### config.mk
export PLATFORM = sky130hd
export DESIGN_NAME = tseq_cell
export DESIGN_NICKNAME = d
export VERILOG_FILES = /design/src/rtl/tseq_pkg.sv /design/src/rtl/tseq_cell.sv
export SDC_FILE = /design/constraint.sdc
export NUM_CORES = 1
export LEC_CHECK = 0
export BUFFER_PORTS_ARGS = -buffer_cell sky130_fd_sc_hd__clkbuf_2
export CORE_MARGIN = 1
export CORE_UTILIZATION = 40
export DETAILED_ROUTE_END_ITERATION = 10
export MAX_ROUTING_LAYER = met4
export PLACE_DENSITY = 0.76
export SLEW_MARGIN = 20
export SYNTH_ARGS = -nofsm -noshare
export SYNTH_HDL_FRONTEND = slang
export SYNTH_SLANG_ARGS = --single-unit
### constraint.sdc
create_clock -name clk -period 5.8 [get_ports clk]
set_clock_uncertainty 0.1 [all_clocks]
set_input_delay 1.16 -clock clk [delete_from_list [all_inputs] [get_ports clk]]
set_output_delay 1.16 -clock clk [all_outputs]
set_load 0.01 [all_outputs]
### src/rtl/tseq_pkg.sv
`timescale 1ns / 1ps
package tseq_pkg;

	localparam int QUEUE_DEPTH = 64;
	localparam int CNT_W       = $clog2(QUEUE_DEPTH + 1);
	localparam int OCC_W       = 7;
	localparam int TIME_W      = 32;
	localparam int KIND_W      = 2;
	localparam int DATA_W      = 32;
	localparam int S_DATA_W    = 72;
	localparam int M_DATA_W    = 80;

	typedef enum logic {
		CMD_INSERT = 1'b0,
		CMD_REMOVE = 1'b1
	} cmd_t;

	typedef enum logic [1:0] {
		ST_INSERTED = 2'd0,
		ST_FULL     = 2'd1,
		ST_POPPED   = 2'd2,
		ST_EMPTY    = 2'd3
	} status_t;

	typedef struct packed {
		logic [TIME_W-1:0] due_time;
		logic [KIND_W-1:0] event_kind;
		logic [DATA_W-1:0] payload;
	} entry_t;

	typedef struct packed {
		logic insert;
		logic pop;
	} cell_ctrl_t;

	typedef struct packed {
		status_t          status;
		entry_t           entry;
		logic [OCC_W-1:0] occupancy;
	} result_t;

endpackage

### src/rtl/tseq_cell.sv
`timescale 1ns / 1ps
module tseq_cell
	import tseq_pkg::*;
(
	input  logic       clk,
	input  cell_ctrl_t ctrl,
	input  logic       occ,
	input  logic       prev_keep,
	input  entry_t     new_entry,
	input  entry_t     prev_entry,
	input  entry_t     next_entry,
	output logic       keep,
	output entry_t     entry
);

	entry_t entry_q;

	// an occupied cell stays put on insert if its time is equal or earlier
	assign keep  = occ && (entry_q.due_time <= new_entry.due_time);
	assign entry = entry_q;

	always_ff @(posedge clk) begin
		if (ctrl.insert) begin
			if (!keep) begin
				if (prev_keep) begin
					entry_q <= new_entry;
				end else begin
					entry_q <= prev_entry;
				end
			end
		end else if (ctrl.pop) begin
			entry_q <= next_entry;
		end
	end

endmodule

# Yosys cells after proc, flatten, opt, wreduce, memory -nomap -nowiden
# Index checks and enable logic that the tools add are counted.
# totals
elab_cells,12
ff_bits,66
# op_classes
reduce_logical,3
eq_ne,1
n_mux,4
n_lt_le_gt_ge,1
# ops
op,count
$mux W66,4
$le A32 B32 Y1,1
$ne A2 B2 Y1 const B,1
$reduce_and A2 Y1,1
$reduce_bool A2 Y1,1
$logic_and A1 B1 Y1,1

# Logic depth before layout (Yosys ltp)
# Gate-level depths: netlist (run 1).
# logic_depth
depth_word,4
ltp_mapped,7

# Least setup slack after synthesis (run 1)
# OpenSTA, ideal clock, no wires.
# synth_path
kind,input -> register
start,input port new_entry[47] in the netlist's numbering
end,register entry_q (netlist bit entry[0]) (enable)
required_ns,5.265
cell_stages,7
slack_ns,1.122
setup_time_ns,0.435
t_arrival_ns,4.143
path_cell_list,inv_1 > ha_1 > nand4_2 > or4_4 > a21o_1 > a31oi_2 > o31a_1
# synth_via
elab_chain_len,4
# synth_rtl
item,line,rtl
"start, declared",tseq_cell.sv:9,"input entry_t new_entry,"
$le A32 B32 Y1,tseq_cell.sv:19,assign keep = occ && (entry_q.due_time <= new_entry.due_time);
$logic_and A1 B1 Y1,tseq_cell.sv:19,
$ne A2 B2 Y1 (no line),n/a,
$reduce_and A2 Y1 (no line),n/a,
"end signal, assigned",tseq_cell.sv:26,entry_q <= new_entry;
"end signal, assigned",tseq_cell.sv:28,entry_q <= prev_entry;
"end signal, assigned",tseq_cell.sv:32,entry_q <= next_entry;
"end, declared",tseq_cell.sv:16,entry_t entry_q;
# No other way between the ends.
# A chain may end at the register's enable or synchronous reset.

# Final worst setup path (run 1)
# layout_path
start,input port new_entry[47] in the netlist's numbering
end,output port keep
# layout_via
elab_chain_len,2
# layout_rtl
item,line,rtl
$le A32 B32 Y1,tseq_cell.sv:19,
$logic_and A1 B1 Y1,tseq_cell.sv:19,
"end, declared",tseq_cell.sv:12,"output logic keep,"
# No other way between the ends.

==> flow_summary.toml, run 1 <==
[critical_path]
cpPeakStageDelay_ns = 0.56
cp.required_ns = 4.54
r2r-end = "entry[1]$_DFFE_PP_"
r2r-start = "entry[48]$_DFFE_PP_"
end_kind = "output pin"
cp_common_cell = "clkbuf_2"
path_cells = "clkbuf_2 > inv_1 > ha_1 > nand4_2 > or4_4 > a21o_1 > a31oi_2 > o21ai_0 > clkbuf_2"
path_max_fanout = 3
critical_path_class = "in -> out"
startpoint_type = "input pin"
critPathArrivalTime_ns = 2.91
rrSetupSlack_ns = 2.69
crit_start = "new_entry[47]"
reg2reg_depth = 7
critPathSlowestCell = "or4_4"

[logic_synthesis]
synth_top_area_share_pct = 47.6
synth_seq_area_share_pct = 47.6
synthArstFlopShare_pct = 0
synth.most_common_cell = "a21oi_1"
synth_warnings = 0
dominantRegCellSynth = "edfxtp_1"
post-synth-top-area-cell = "edfxtp_1"
syn_inst = 408
yosysUniqueCellTypes = 27
avgSynthCellArea_um2 = 10.2
synth-compound-area-share_pct = 11.7
ys_ff_latch = 66
ys_top_cells_by_count = "a21oi_1, nor2_1, edfxtp_1, mux2i_1, inv_1"
yosys-top-cells-area = "edfxtp_1, mux2i_1, ha_1, a21oi_1, nor2_1"
synthAdderAreaFrac_pct = 9.61
synth_edf_count = 66
yosys.area_share.simple_pct = 9.94
synth_area_um2 = 4170
syn_nets = 643
synth-xor-area-share_pct = 0
synth_top_family_by_area = "multiplexers"
synthMuxAreaShare_pct = 15.9

[min_path]
min_to = "entry[44]$_DFFE_PP_"
hold_depth = 3
hold_class = "in -> reg"
hold_path.startpoint = "next_entry[44]"

[layout]
largest_reg_flops = 66
final_util_pct = 58.0
syn2layout_area_growth_pct = 38.7
layout-drive-gt1-share_pct = 42.8
n_antenna_cell = 0
final_cell_area_um2 = 5780
layout.cells.non_filler = 806
nNetsFinal = 903

[drt]
ant_nets = 0
totalWireLength_mm = 11.7
via_per_inst = 5.03
wl_per_cell_um = 14.5
drcViolationCount = 0
vias = 4053
drt_iter0_drc = 228
firstDrtPassIters = 5

[floorplan]
core_um2 = 9950
initial_core_util_pct = 41.8
ios = 270
die_w_um = 104
die_area_um2 = 10800
die_h_um = 104
row_count = 36

[timing]
fin_crit_ns = 4.17
max_slew_margin_pct = 51.0
max_freq_ghz = 0.240
tns_ns = 0
hold_viol = 0
tightestPinTransition_ns = 0.735
rsz0062_at_grt = "no"
setup_viol = 0
hold_ws_ns = 1.05
min_period_over_period_pct = 72.0
drv_slew = 0
setup_slack_ns = 1.63

[global_routing]
antenna_found_initial = 0
grt_pass1_vias = 4143
globalRouteOverflowTotal = 0
grt_max_degree = 79
grt_usage_pct = 22.4
grt_pass1_wl_mm = 18.6

[flow_run]
drv_cap = 0

[cts]
cts.repair.resized = 0
clk_pin_slew_ns = 0.07
clock-sinks = 66
clock_path_buffers = 2
cts_root_buf = "clkbuf_8"
cts_tree = "done"
holdBufCountCts = 0
cts_setup_buffers = 0
clkLatencyLatePin_ns = 0.33
cts_max_level = 3
cts_buffers = 9

[placed_design]
post-place-cells = 790
portBuffers = 269
gp_congestion = 0.904
place_ws_ns = 1.63
dp_hpwl_mm = 9.25
place_area_um2 = 5620

[power_and_ir_drop]
p_leak_nw = 2.98
p_total_mw = 1.27
p_per_area_nw_per_um2 = 220
peakVddDrop_uv = 153

[run_status]
status = "finished, final reports clean"
[kinds of logic after synthesis]
logic type / count (synthesis)
flops: 66
buf+inv: 56
simple gates: 96
compound gates: 92
mux: 66
fa+ha+maj: 32
[layer usage]
| layer | up-vias | wire (µm) | global-route usage (%) |
|---|---|---|---|
| li1 | 2002 | - | - |
| met3 | 30 | 614 | 4.07 |
| met2 | 187 | 5970 | 39.4 |
| met1 | 1834 | 4790 | 24.3 |
| met5 | - | 0 | - |
| met4 | 0 | 299 | 11.2 |
[how the worst max path moves through the flow]
stage                               to  slack [ns]  cells past startpoint
floorplan           entry[0]$_DFFE_PP_        1.12                      7
global placement                  keep        1.66                      9
detailed placement                keep        1.63                      9
CTS                               keep        1.62                      9
global route                      keep        1.52                      9
finish                            keep        1.63                      9
[report_power, final]
part           leakage [nW]  switching [mW]  internal, mW  total [mW]
logic                  2.25           0.181         0.155       0.336
clock network        0.0816           0.170         0.152       0.322
registers             0.648          0.0204         0.591       0.611
total                  2.98           0.371         0.898        1.27
[critical path, delay by kind of cell]
family / cells / cell delay (ns)
simple gates: 2 / 0.69
fa+ha+maj: 1 / 0.30
buf+inv: 3 / 0.27
compound gates: 3 / 0.50
[area by class of cell]
cell class / count / area [µm²]
inverters: 33 / 124
well taps: 133 / 166
clock buffers: 12 / 135
repair buffers: 272 / 1390
flip-flops and latches: 66 / 1980
clock inverters: 4 / 18.8
multi-input cells: 286 / 1970
fillers: 880 / 4180
[layout by cell type (no fill, tap or decap), drive strengths merged, types with 6 or more instances in the layout]
cell,n
nand2,9
ha,32
clkbuf,279
mux2i,66
nand4,8
a21oi,78
nor2,69
inv,33
edfxtp,66
o21ai,6
Note: power is estimated with default switching activity, not from simulation.
==> run 2: changes to the inputs <==
- CORE_UTILIZATION: 40 -> 39
- PLACE_DENSITY: 0.76 -> 0.78
- clock period: 5.8 -> 3.6 ns (I/O delays scaled with it)
==> flow_summary.toml, run 2 (synthesized netlist as in run 1, its figures left out) <==
[cts]
cts_tree = "done"
cts_max_level = 3
cts_setup_buffers = 0
clock_path_buffers = 2
holdBufCountCts = 0
clock-sinks = 66
cts.repair.resized = 0
cts_root_buf = "clkbuf_8"
clkLatencyLatePin_ns = 0.33
clk_pin_slew_ns = 0.07
cts_buffers = 9

[drt]
drcViolationCount = 0
vias = 4031
wl_per_cell_um = 14.8
via_per_inst = 4.98
firstDrtPassIters = 4
totalWireLength_mm = 11.9
ant_nets = 0
drt_iter0_drc = 150

[timing]
setup_viol = 0
rsz0062_at_grt = "no"
drv_slew = 0
max_slew_margin_pct = 64.2
max_freq_ghz = 0.300
tightestPinTransition_ns = 0.537
setup_slack_ns = 0.265
tns_ns = 0
min_period_over_period_pct = 92.6
fin_crit_ns = 3.33
hold_viol = 0

[power_and_ir_drop]
peakVddDrop_uv = 219
p_leak_nw = 3.00
p_int_mw = 1.52
power_switching_share_pct = 28.4
p_per_area_nw_per_um2 = 363
switching_power_mw = 0.602
seqPwrFrac_pct = 46.5
pwr-share-clk_pct = 27.5
pwr-share-comb_pct = 25.9

[floorplan]
die_h_um = 105
die_w_um = 105
ios = 270
core_um2 = 10300
row_count = 37
die_area_um2 = 11100
initial_core_util_pct = 40.3

[global_routing]
gr-usage-met2_pct = 38.8
met3_usage_pct = 5.13
grt_pass1_wl_mm = 18.6
grt_max_degree = 133
antenna_found_initial = 0
grtUsageMet1_pct = 23.5
grt_pass1_vias = 4163
grt-busiest-layer = "met2"
globalRouteOverflowTotal = 0
grt_usage_pct = 21.9

[layout]
final_common_cell = "clkbuf_2"
largest_reg_flops = 66
syn2layout_area_growth_pct = 40.1
multi_input_area_um2 = 1970
n_antenna_cell = 0
ff_latch_area_um2 = 1980
nNetsFinal = 903
n_fill_cell = 931
final_cell_mix = "clkbuf_2, a21oi_1, nor2_1"
layout-drive-gt1-share_pct = 42.5

[critical_path]
rrSetupSlack_ns = 0.81
critPathArrivalTime_ns = 2.51
end_kind = "output pin"
cp.required_ns = 2.78
critical_path_class = "in -> out"
startpoint_type = "input pin"
path_max_fanout = 3

[placed_design]
dp_hpwl_mm = 9.36
place_ws_ns = 0.267
gp_congestion = 0.909
portBuffers = 269

[min_path]
hold_class = "in -> reg"

[run_status]
status = "finished, final reports clean"

[flow_run]
drv_cap = 0
## run 2: per-stage QoR
stage	power (mW)	util [%]	std cells	area [µm²]	hold WS (ns)
2_1_floorplan	1.28	-	408	4170	0.846
3_3_place_gp	1.53	54.8	793	5660	0.934
3_5_place_dp	1.55	54.8	793	5660	0.946
4_1_cts	2.14	56.5	809	5840	0.583
5_1_grt	2.23	56.5	809	5840	0.582
6_report	2.12	56.5	809	5840	0.606
## run 2: path summary, 6_finish.rpt
kind,cells past startpoint,to,from
setup / recovery,9,keep,new_entry[47]
hold / removal,3,entry[15]$_DFFE_PP_,next_entry[15]
setup reg to reg,7,entry[22]$_DFFE_PP_,entry[47]$_DFFE_PP_
hold reg to reg,5,entry[46]$_DFFE_PP_,entry[65]$_DFFE_PP_
## run 2: layout make-up
type	instances	share of cell area, %
multi-input cells	286	33.8
repair buffers	272	24.2
clock inverters	5	0.772
inverters	33	2.12
well taps	136	2.92
flip-flops and latches	66	34.0
clock buffers	11	2.25
## run 2: worst max-delay path: stages
cell and delay, ns:
clkbuf_2 0.10, inv_1 0.04, ha_1 0.30, nand4_2 0.13
or4_4 0.56, a21o_1 0.18, a31oi_2 0.20, o21ai_0 0.14
clkbuf_2 0.14
## run 2: layer usage
layer,vias to the layer above,share of wire [%]
met1,1817,40
met4,0,2.7
li1,2003,-
met2,182,51
met5,-,0
met3,29,6.4
## run 2: power by group through the flow
stage / combinational, mW / sequential [mW] / clock, mW
final: 0.550 / 0.986 / 0.584
after global routing: 0.609 / 0.995 / 0.629
after CTS: 0.555 / 0.986 / 0.601
after detailed placement: 0.552 / 1.00 / 0
after global placement: 0.533 / 0.998 / 0
after floorplan: 0.241 / 1.04 / 0
