[src/rtl/tseq_pkg.sv]
`timescale 1ns / 1ps
package tseq_pkg;

	localparam int QUEUE_DEPTH = 64;
	localparam int CNT_W       = $clog2(QUEUE_DEPTH + 1);
	localparam int OCC_W       = 7;
	localparam int TIME_W      = 32;
	localparam int KIND_W      = 2;
	localparam int DATA_W      = 32;
	localparam int S_DATA_W    = 72;
	localparam int M_DATA_W    = 80;

	typedef enum logic {
		CMD_INSERT = 1'b0,
		CMD_REMOVE = 1'b1
	} cmd_t;

	typedef enum logic [1:0] {
		ST_INSERTED = 2'd0,
		ST_FULL     = 2'd1,
		ST_POPPED   = 2'd2,
		ST_EMPTY    = 2'd3
	} status_t;

	typedef struct packed {
		logic [TIME_W-1:0] due_time;
		logic [KIND_W-1:0] event_kind;
		logic [DATA_W-1:0] payload;
	} entry_t;

	typedef struct packed {
		logic insert;
		logic pop;
	} cell_ctrl_t;

	typedef struct packed {
		status_t          status;
		entry_t           entry;
		logic [OCC_W-1:0] occupancy;
	} result_t;

endpackage

[src/rtl/tseq_obuf.sv]
`timescale 1ns / 1ps
module tseq_obuf
	import tseq_pkg::*;
(
	input  logic    clk,
	input  logic    arst_n,
	input  logic    in_valid,
	input  result_t in_res,
	output logic    in_ready,
	output logic    out_valid,
	input  logic    out_ready,
	output result_t out_res
);

	logic    out_v_q;
	logic    skid_v_q;
	result_t out_q;
	result_t skid_q;
	logic    take;
	logic    put;

	assign in_ready  = !skid_v_q;
	assign out_valid = out_v_q;
	assign out_res   = out_q;
	assign take      = out_v_q && out_ready;
	assign put       = in_valid && !skid_v_q;

	always_ff @(posedge clk or negedge arst_n) begin
		if (!arst_n) begin
			out_v_q  <= 1'b0;
			skid_v_q <= 1'b0;
		end else begin
			if (skid_v_q) begin
				if (take) begin
					skid_v_q <= 1'b0;
				end
			end else if (put) begin
				if (!out_v_q || take) begin
					out_v_q <= 1'b1;
				end else begin
					skid_v_q <= 1'b1;
				end
			end else if (take) begin
				out_v_q <= 1'b0;
			end
		end
	end

	always_ff @(posedge clk) begin
		if (skid_v_q) begin
			if (take) begin
				out_q <= skid_q;
			end
		end else if (put) begin
			if (!out_v_q || take) begin
				out_q <= in_res;
			end else begin
				skid_q <= in_res;
			end
		end
	end

`ifndef SYNTH
	a_skid_implies_out: assert property (@(posedge clk) disable iff (!arst_n)
		skid_v_q |-> out_v_q)
		else $error("skid item held without a head item");
	a_skid_drains_first: assert property (@(posedge clk) disable iff (!arst_n)
		skid_v_q && take |=> out_v_q && !skid_v_q)
		else $error("skid item not moved to the head");
	a_held_stable: assert property (@(posedge clk) disable iff (!arst_n)
		out_v_q && !out_ready |=> out_v_q && $stable(out_q))
		else $error("waiting result changed");
`endif

endmodule
[config.mk]
export PLATFORM = sky130hd
export DESIGN_NAME = tseq_obuf
export DESIGN_NICKNAME = d
export VERILOG_FILES = /design/src/rtl/tseq_pkg.sv /design/src/rtl/tseq_obuf.sv
export SDC_FILE = /design/constraint.sdc
export NUM_CORES = 1
export LEC_CHECK = 0
export BUFFER_PORTS_ARGS = -buffer_cell sky130_fd_sc_hd__buf_2
export CAP_MARGIN = 20
export CORE_ASPECT_RATIO = 1.4
export CORE_MARGIN = 1.5
export CORE_UTILIZATION = 56
export DETAILED_ROUTE_END_ITERATION = 8
export PLACE_DENSITY_LB_ADDON = 0.15
export SLEW_MARGIN = 0
export SYNTH_ARGS = -nofsm -noshare
export SYNTH_HDL_FRONTEND = slang
export SYNTH_SLANG_ARGS = --single-unit
[constraint.sdc]
create_clock -name clk -period 15.25 [get_ports clk]
set_clock_uncertainty 0.2 [all_clocks]
set_input_delay 0.7625 -clock clk [delete_from_list [all_inputs] [get_ports clk]]
set_output_delay 0.7625 -clock clk [all_outputs]
set_load 0.05 [all_outputs]
### Yosys cells after proc, flatten, opt, wreduce, memory -nomap -nowiden

Index checks and enable logic that the tools add are counted.

| word-level totals | value |
|---|---|
| bits in registers | 152 |
| input bits | 79 |
| output and inout port bits | 77 |

| cells by class | value |
|---|---|
| equality and inequality tests | 2 |
| muxes and demuxes | 11 |
| bitwise operators | 2 |
| reduce and logical (&&, ||, !) cells | 11 |

Operator list:

| kind | count |
|---|---|
| 75-bit two-way mux | 4 |
| 3-bit AND reduction | 3 |
| 1-bit two-way mux | 7 |
| 2-bit nonzero test | 3 |
| 2-bit by 1-bit != test with 1-bit output (second input constant) | 2 |
| 1-bit logical AND | 2 |
| 1-bit logical NOT | 2 |
| 1-bit NOT | 2 |
| 1-bit logical OR | 1 |

### Longest topological paths before layout

Gate-level depths: netlist of the first run.

| logic depth | value |
|---|---|
| word-level depth | 5 |
| depth in mapped cells | 4 |

### Least setup slack after synthesis of the first run

No wires, ideal clock.

| path | value |
|---|---|
| kind | reg2reg |
| start | reg out_v_q, in the netlist out_valid |
| end | reg out_q, in the netlist out_res[0], enable pin |
| setup time | 543 ps |
| data arrival time | 4,646 ps |
| data required time | 14,507 ps |
| slack | 9,861 ps |
| cell stages (with the launch flop) | 3 |
| buffers on the path | 0 |
| path through | dfrtp_1 -> inv_1 -> a2bb2oi_1 |

| between the ends | value |
|---|---|
| longest elaborated chain between the ends | 4 |

Ends and longest elaborated chain:

| item | RTL line | source |
|---|---|---|
| start, declared | tseq_obuf.sv:15 | `logic out_v_q;` |
| start signal, assigned | tseq_obuf.sv:30 | `out_v_q <= 1'b0;` |
| start signal, assigned | tseq_obuf.sv:39 | `out_v_q <= 1'b1;` |
| start signal, assigned | tseq_obuf.sv:44 | `out_v_q <= 1'b0;` |
| 1-bit logical NOT / 1-bit logical AND (equally long branches) | tseq_obuf.sv:55, tseq_obuf.sv:25 |  |
| 1-bit logical OR | tseq_obuf.sv:55 | `if (!out_v_q \|\| take) begin` |
| 2-bit nonzero test (no source line) | - |  |
| 3-bit AND reduction (no source line) (*) | - |  |
| end signal, assigned | tseq_obuf.sv:52 | `out_q <= skid_q;` |
| end signal, assigned | tseq_obuf.sv:56 | `out_q <= in_res;` |
| end, declared | tseq_obuf.sv:17 | `result_t out_q;` |

Mark *: on every way between the ends. The rest lies on a longest branch, timed or not.
A chain may end at the register's enable or synchronous reset.

### Worst setup path after layout of the first run

| path | value |
|---|---|
| start | reg skid_v_q |
| end | reg out_q, in the netlist out_res[19] (data pin) |

| between the ends | value |
|---|---|
| longest elaborated chain between the ends | 1 |

Ends and longest elaborated chain:

| item | RTL line | source |
|---|---|---|
| start, declared | tseq_obuf.sv:16 | `logic skid_v_q;` |
| start signal, assigned | tseq_obuf.sv:31 | `skid_v_q <= 1'b0;` |
| start signal, assigned | tseq_obuf.sv:35 | `skid_v_q <= 1'b0;` |
| start signal, assigned | tseq_obuf.sv:41 | `skid_v_q <= 1'b1;` |
| 75-bit two-way mux | tseq_obuf.sv:50 | `if (skid_v_q) begin` |

Every way passes these cells.

==> impl_metrics.ini, run 1 <==
[logic_synthesis]
syn-cell-area_sq_mm = 0.005912
ys_ff_latch = 152
synth_compound_area_share_pct = 0.4021
synth_warnings = 0
syn_inst = 246
synth-adder-area-share_pct = 0
syn_avg_cell_area_sq_um = 24.03
synthMuxAreaShare_pct = 19.05
synthXorXnorAreaFrac_pct = 0
synth_fp_nets = 325
yosys.area_share.simple_pct = 0.5714
seq_area_frac_synth_pct = 77.04
synth_top_family_by_area = multiplexers
yosysUniqueCellTypes = 14

[clock_network]
cts_resized = 0
path_clk_slew_ns = 0.06
cts_tree = yes
clkLatencyLatePin_ns = 0.41
h-tree-depth = 4
clk_path_buf_depth = 2
root_buffer = clkbuf_16
cts_hold_buffers = 1
numCtsBuffers = 17
cts_setup_buffers = 0
clkSinkCount = 152

[finish]
multi_input_area_sq_mm = 0.001207
diodes = 0
seq_area_sq_mm = 0.004558
area_growth_pct = 23.96
nets = 495
fin_util_pct = 70.81
layout-drive-gt1-share_pct = 61.68
nFillCells = 723

[global_route]
grtUsageTotal_pct = 17.75
grt_max_degree = 76
grt_overflow_total = 0
grt_pass1_wl_microns = 14660
grt_pass1_vias = 2885
antenna_found_initial = 0

[die]
die_area_sq_mm = 0.01119
die_h_microns = 124.6
initial_utilization_pct = 57.12
die_w_microns = 89.84
rows = 44
ios = 156
core_sq_mm = 0.01035

[power_and_ir_drop]
clock_power_share_pct = 24.0
intPower_mw = 1.053
peakVddDrop_mv = 0.3015
p_sw_share_pct = 36.93
pwr-share-seq_pct = 39.1
p_leak_nw = 2.967
power_density_mw_per_mm2 = 227.9
p_sw_mw = 0.6167
p_comb_share_pct = 36.8

[timing]
slew_headroom_pct = 29.27
fmax_mhz = 411.3
rsz0062_at_grt = false
tns_ns = 0
min_period_over_period_pct = 15.94
setup_violations = 0
finalHoldViolCount = 0
final_max_slew_viol_count = 0
worstMarginPinSlew_ns = 1.061
period_minus_slack_ns = 2.431

[place]
globalplace.congestion = 0.7277
dp_hpwl_microns = 6334
port_buffers = 155

[min_path]
worstHoldPathType = in -> reg

[setup_path]
path_buf_inv = 1
crit_type = reg -> reg
critical_path_arrival_ns = 2.38
endpoint = out_res[19]
slowest_delay_ns = 0.89
cp.required_ns = 15.20
path_depth = 2
r2r_cells = 2
critPathTopFamily = buffers and inverters
path_max_fanout = 58
crit_start = skid_v_q
r2r-start = skid_v_q
cpMaxStageDelayCell = buf_4
reg2reg_setup_slack_ns = 12.82
path_cells = buf_4 > mux2_4
worst_setup_path_start_kind = flip-flop
crit_path_end_kind = flip-flop
reg2reg_to = out_res[19]

[route]
wl_per_cell_microns = 17.10
dr.pass1.iters = 4
vias_per_cell = 4.986
drc_errors = 0
ant_nets = 0
vias = 2822
drtIter0Drc = 268
wirelength_microns = 9679

[status]
status = complete, no violations

[flow_run]
drv_cap = 0
[per-stage QoR]
stage | setup WS [ns] | std cells | instance area [sq um] | power, mW | hold WS, ns
CTS | 12.80 | 566 | 7328 | 1.688 | 0.3269
global placement | 12.81 | 534 | 6751 | 1.272 | 0.2959
global route | 12.73 | 566 | 7328 | 1.729 | 0.3237
floorplan | 9.861 | 246 | 5912 | 1.198 | 0.2669
finish | 12.82 | 566 | 7328 | 1.670 | 0.3435
detailed placement | 12.78 | 534 | 6751 | 1.284 | 0.3339
[logic make-up after synthesis]
family          count (synthesis)
buf+inv                        11
simple gates                    4
compound gates                  4
mux                            75
flops                         152
[metal layers]
| metal | vias to the layer above | part of all wire [%] | GRT usage [%] |
|---|---|---|---|
| li1 | 1315 | - | - |
| met1 | 1389 | 41 | 21.16 |
| met2 | 105 | 51 | 29.28 |
| met3 | 13 | 6.5 | 6.044 |
| met4 | 0 | 1.6 | 7.937 |
| met5 | - | 0 | 0 |
[area by class of cell]
cell class / count / area share, %
timing repair buffer: 160 / 11.13
tap: 138 / 2.356
multi-input combinational: 83 / 16.48
clock buffer: 19 / 5.907
sequential: 152 / 62.20
clock inverter: 12 / 1.827
inverter: 2 / 0.1024
[cells in the mapped netlist (all sizes together)]
library cell	number	area, sq um
a21oi	2	10.01
o21ai	1	5.000
buf	9	166.4
nor3	1	10.01
nor2b	1	6.260
nand2	1	3.750
inv	2	7.510
dfrtp	2	50.05
edfxtp	150	4504
a2bb2oi	1	8.760
mux2	75	1126
nand2b	1	13.76
[worst min-delay path by stage]
stage,start,cells after the start,to
after floorplan,arst_n,0,out_valid
after global placement,out_valid,1,skid_v_q
after detailed placement,skid_q[55],1,out_res[55]
after CTS,in_res[70],1,skid_q[70]
after global routing,in_res[70],1,skid_q[70]
final,in_res[70],1,skid_q[70]
[worst register-to-register path, cell delays in order (launching register included)]
cell and delay, ns:
dfrtp_4 0.67, buf_4 0.90, mux2_4 0.41
[layout by cell type (no fill, tap or decap), types with 2 or more instances in the layout]
cell type / Yosys / routed
buf_2: 0 / 155
inv_1: 2 / 2
clkinv_1: 0 / 3
mux2_4: 75 / 75
clkinv_2: 0 / 5
clkbuf_16: 0 / 17
edfxtp_1: 150 / 150
buf_4: 0 / 4
bufinv_16: 0 / 3
clkbuf_1: 0 / 2
a21oi_1: 2 / 2
[flip-flops by register name, indices dropped and copies added, names as in the netlist]
signal,flops
out_valid,1
out_res,75
skid_q,75
skid_v_q,1
[power groups by stage]
stage | combinational (mW) | sequential, mW | clock, mW
2_1_floorplan | 0.263 | 0.935 | 0
3_3_place_gp | 0.614 | 0.658 | 0
3_5_place_dp | 0.622 | 0.662 | 0
4_1_cts | 0.624 | 0.655 | 0.409
5_1_grt | 0.642 | 0.663 | 0.424
6_report | 0.615 | 0.653 | 0.401
Note: power is estimated with default switching activity, not from simulation.
==> inputs of run 2 (changes only) <==
--- a/config.mk
+++ b/config.mk
@@ -9,7 +9,7 @@
 export CAP_MARGIN = 20
 export CORE_ASPECT_RATIO = 1.4
 export CORE_MARGIN = 1.5
-export CORE_UTILIZATION = 56
+export CORE_UTILIZATION = 52
 export DETAILED_ROUTE_END_ITERATION = 8
 export PLACE_DENSITY_LB_ADDON = 0.15
 export SLEW_MARGIN = 0
==> constraint.sdc (replaced) <==
create_clock -name clk -period 2.25 [get_ports clk]
set_clock_uncertainty 0.2 [all_clocks]
set_input_delay 0.1125 -clock clk [delete_from_list [all_inputs] [get_ports clk]]
set_output_delay 0.1125 -clock clk [all_outputs]
set_load 0.05 [all_outputs]
==> run 2 against run 1 <==
Critical endpoint is now skid_v_q. First-iteration DRC count shrank 28%. Worst setup slack lost 12 ns. Core utilization grew 4.4 points. Sequential share of layout area shrank 7.0 points. Sequential power grew to 6.6 times the previous value. Worst hold slack lost 0.12 ns. Largest cell class unchanged. Wire length grew 12%.
==> impl_metrics.ini, run 2 (synthesis gave the netlist of run 1 again) <==
[status]
status = complete, no violations

[setup_path]
reg2reg_setup_slack_ns = 0.40
cpMostUsedCell = a21oi_1
crit_type = reg -> reg
crit_path_end_kind = flip-flop
path_buf_inv = 2
cpMaxStageDelayCell = dlygate4sd3_1
cp.required_ns = 2.34
r2r_cells = 4
r2r-start = skid_v_q
slowest_delay_ns = 0.56
path_cells = buf_12 > a21oi_1 > a21oi_1 > dlygate4sd3_1
critPathTopFamily = buffers and inverters
worst_setup_path_start_kind = flip-flop
critical_path_arrival_ns = 1.94
reg2reg_to = skid_v_q
path_max_fanout = 53

[finish]
area_growth_pct = 39.75
final_common_cell = buf_2
layout-drive-gt1-share_pct = 52.46
layout_common_cells = buf_2 (155), edfxtp_1 (150), dlygate4sd3_1 (80), mux2_4 (75), clkbuf_16 (17)
fin_util_pct = 75.25
nets = 576
diodes = 0
nFillCells = 677

[power_and_ir_drop]
pwr-share-seq_pct = 36.6
clock_power_share_pct = 25.8
p_comb_share_pct = 37.7
peakVddDrop_mv = 0.9551
power_density_mw_per_mm2 = 1438
intPower_mw = 7.632
p_leak_nw = 3.355
p_sw_share_pct = 35.76
power_mw = 11.88
p_sw_mw = 4.249

[route]
dr.pass1.iters = 4
drtIter0Drc = 192
drc_errors = 0
vias_per_cell = 4.758
wirelength_microns = 10830
vias = 3093
wl_per_cell_microns = 16.66
ant_nets = 0

[timing]
worstMarginPinSlew_ns = 0.4854
setup_violations = 0
min_period_over_period_pct = 82.26
slew_headroom_pct = 67.64
period_minus_slack_ns = 1.851
finalHoldViolCount = 0
rsz0062_at_grt = false
final_max_slew_viol_count = 0
fmax_mhz = 540.3

[min_path]
hp-start = in_res[73]
worstHoldPathType = in -> reg
hold_depth = 2
hold_end = skid_q[73]

[clock_network]
cts_tree = yes
clkSinkCount = 152
cts_setup_buffers = 0
path_clk_slew_ns = 0.06
clkLatencyLatePin_ns = 0.41
cts_resized = 0
root_buffer = clkbuf_16
h-tree-depth = 4
cts_hold_buffers = 80
numCtsBuffers = 17
clk_path_buf_depth = 2

[die]
die_h_microns = 129.2
die_area_sq_mm = 0.01203
rows = 45
initial_utilization_pct = 53.85
die_w_microns = 93.12
core_sq_mm = 0.01098
ios = 156

[global_route]
grt_max_degree = 54
antenna_found_initial = 0
grt_overflow_total = 0
grt_pass1_vias = 3177
grtUsageTotal_pct = 18.87
grt_pass1_wl_microns = 16530

[place]
port_buffers = 155
globalplace.congestion = 0.7185
dp_hpwl_microns = 6704

[flow_run]
drv_cap = 0
==> run 2: per-stage QoR <==
stage	TNS [ns]	worst slack, ns	area (sq um)	hold slack [ns]	instances
detailed placement	0	0.4585	6822	-0.2911	539
finish	0	0.3990	8262	0.2273	650
global route	0	0.2909	8262	0.2118	650
CTS	0	0.3789	8262	0.2091	650
floorplan	-110.29	-0.9895	5937	-0.3831	246
global placement	0	0.4930	6822	-0.2959	539
==> run 2: how the worst max path moves through the flow <==
stage	startpoint	end	slack, ns	cells past startpoint
6_report	skid_v_q	skid_v_q	0.40	4
5_1_grt	skid_v_q	skid_v_q	0.29	4
4_1_cts	skid_v_q	in_ready	0.38	3
3_5_place_dp	skid_v_q	out_res[11]	0.46	3
3_3_place_gp	skid_v_q	out_res[56]	0.49	3
2_1_floorplan	skid_v_q	skid_q[0]	-0.99	4
==> run 2: layout make-up <==
type | count | area, sq um | area share, %
flip-flops and latches | 152 | 4559 | 55.19
repair buffers | 241 | 1672 | 20.23
multi-input cells | 83 | 1207 | 14.61
clock buffers | 20 | 436.7 | 5.285
clock inverters | 11 | 202.7 | 2.453
well taps | 141 | 176.4 | 2.135
inverters | 2 | 7.507 | 0.09087
==> run 2: power by group through the flow <==
stage / registers (mW) / logic (mW) / clock network (mW)
floorplan: 6.27 / 1.82 / 0
CTS: 4.35 / 4.50 / 3.12
detailed placement: 4.40 / 4.38 / 0
global placement: 4.37 / 4.33 / 0
finish: 4.34 / 4.47 / 3.06
global route: 4.41 / 4.67 / 3.24
==> run 2: metal layers <==
layer  vias to the layer above  part of all wire [%]  global-route usage [%]
li1                       1482                     -                       -
met1                      1491                    41                   22.97
met2                       109                    53                   31.64
met3                        11                   4.6                   5.458
met4                         0                   1.6                   7.754
met5                         -                     0                       0
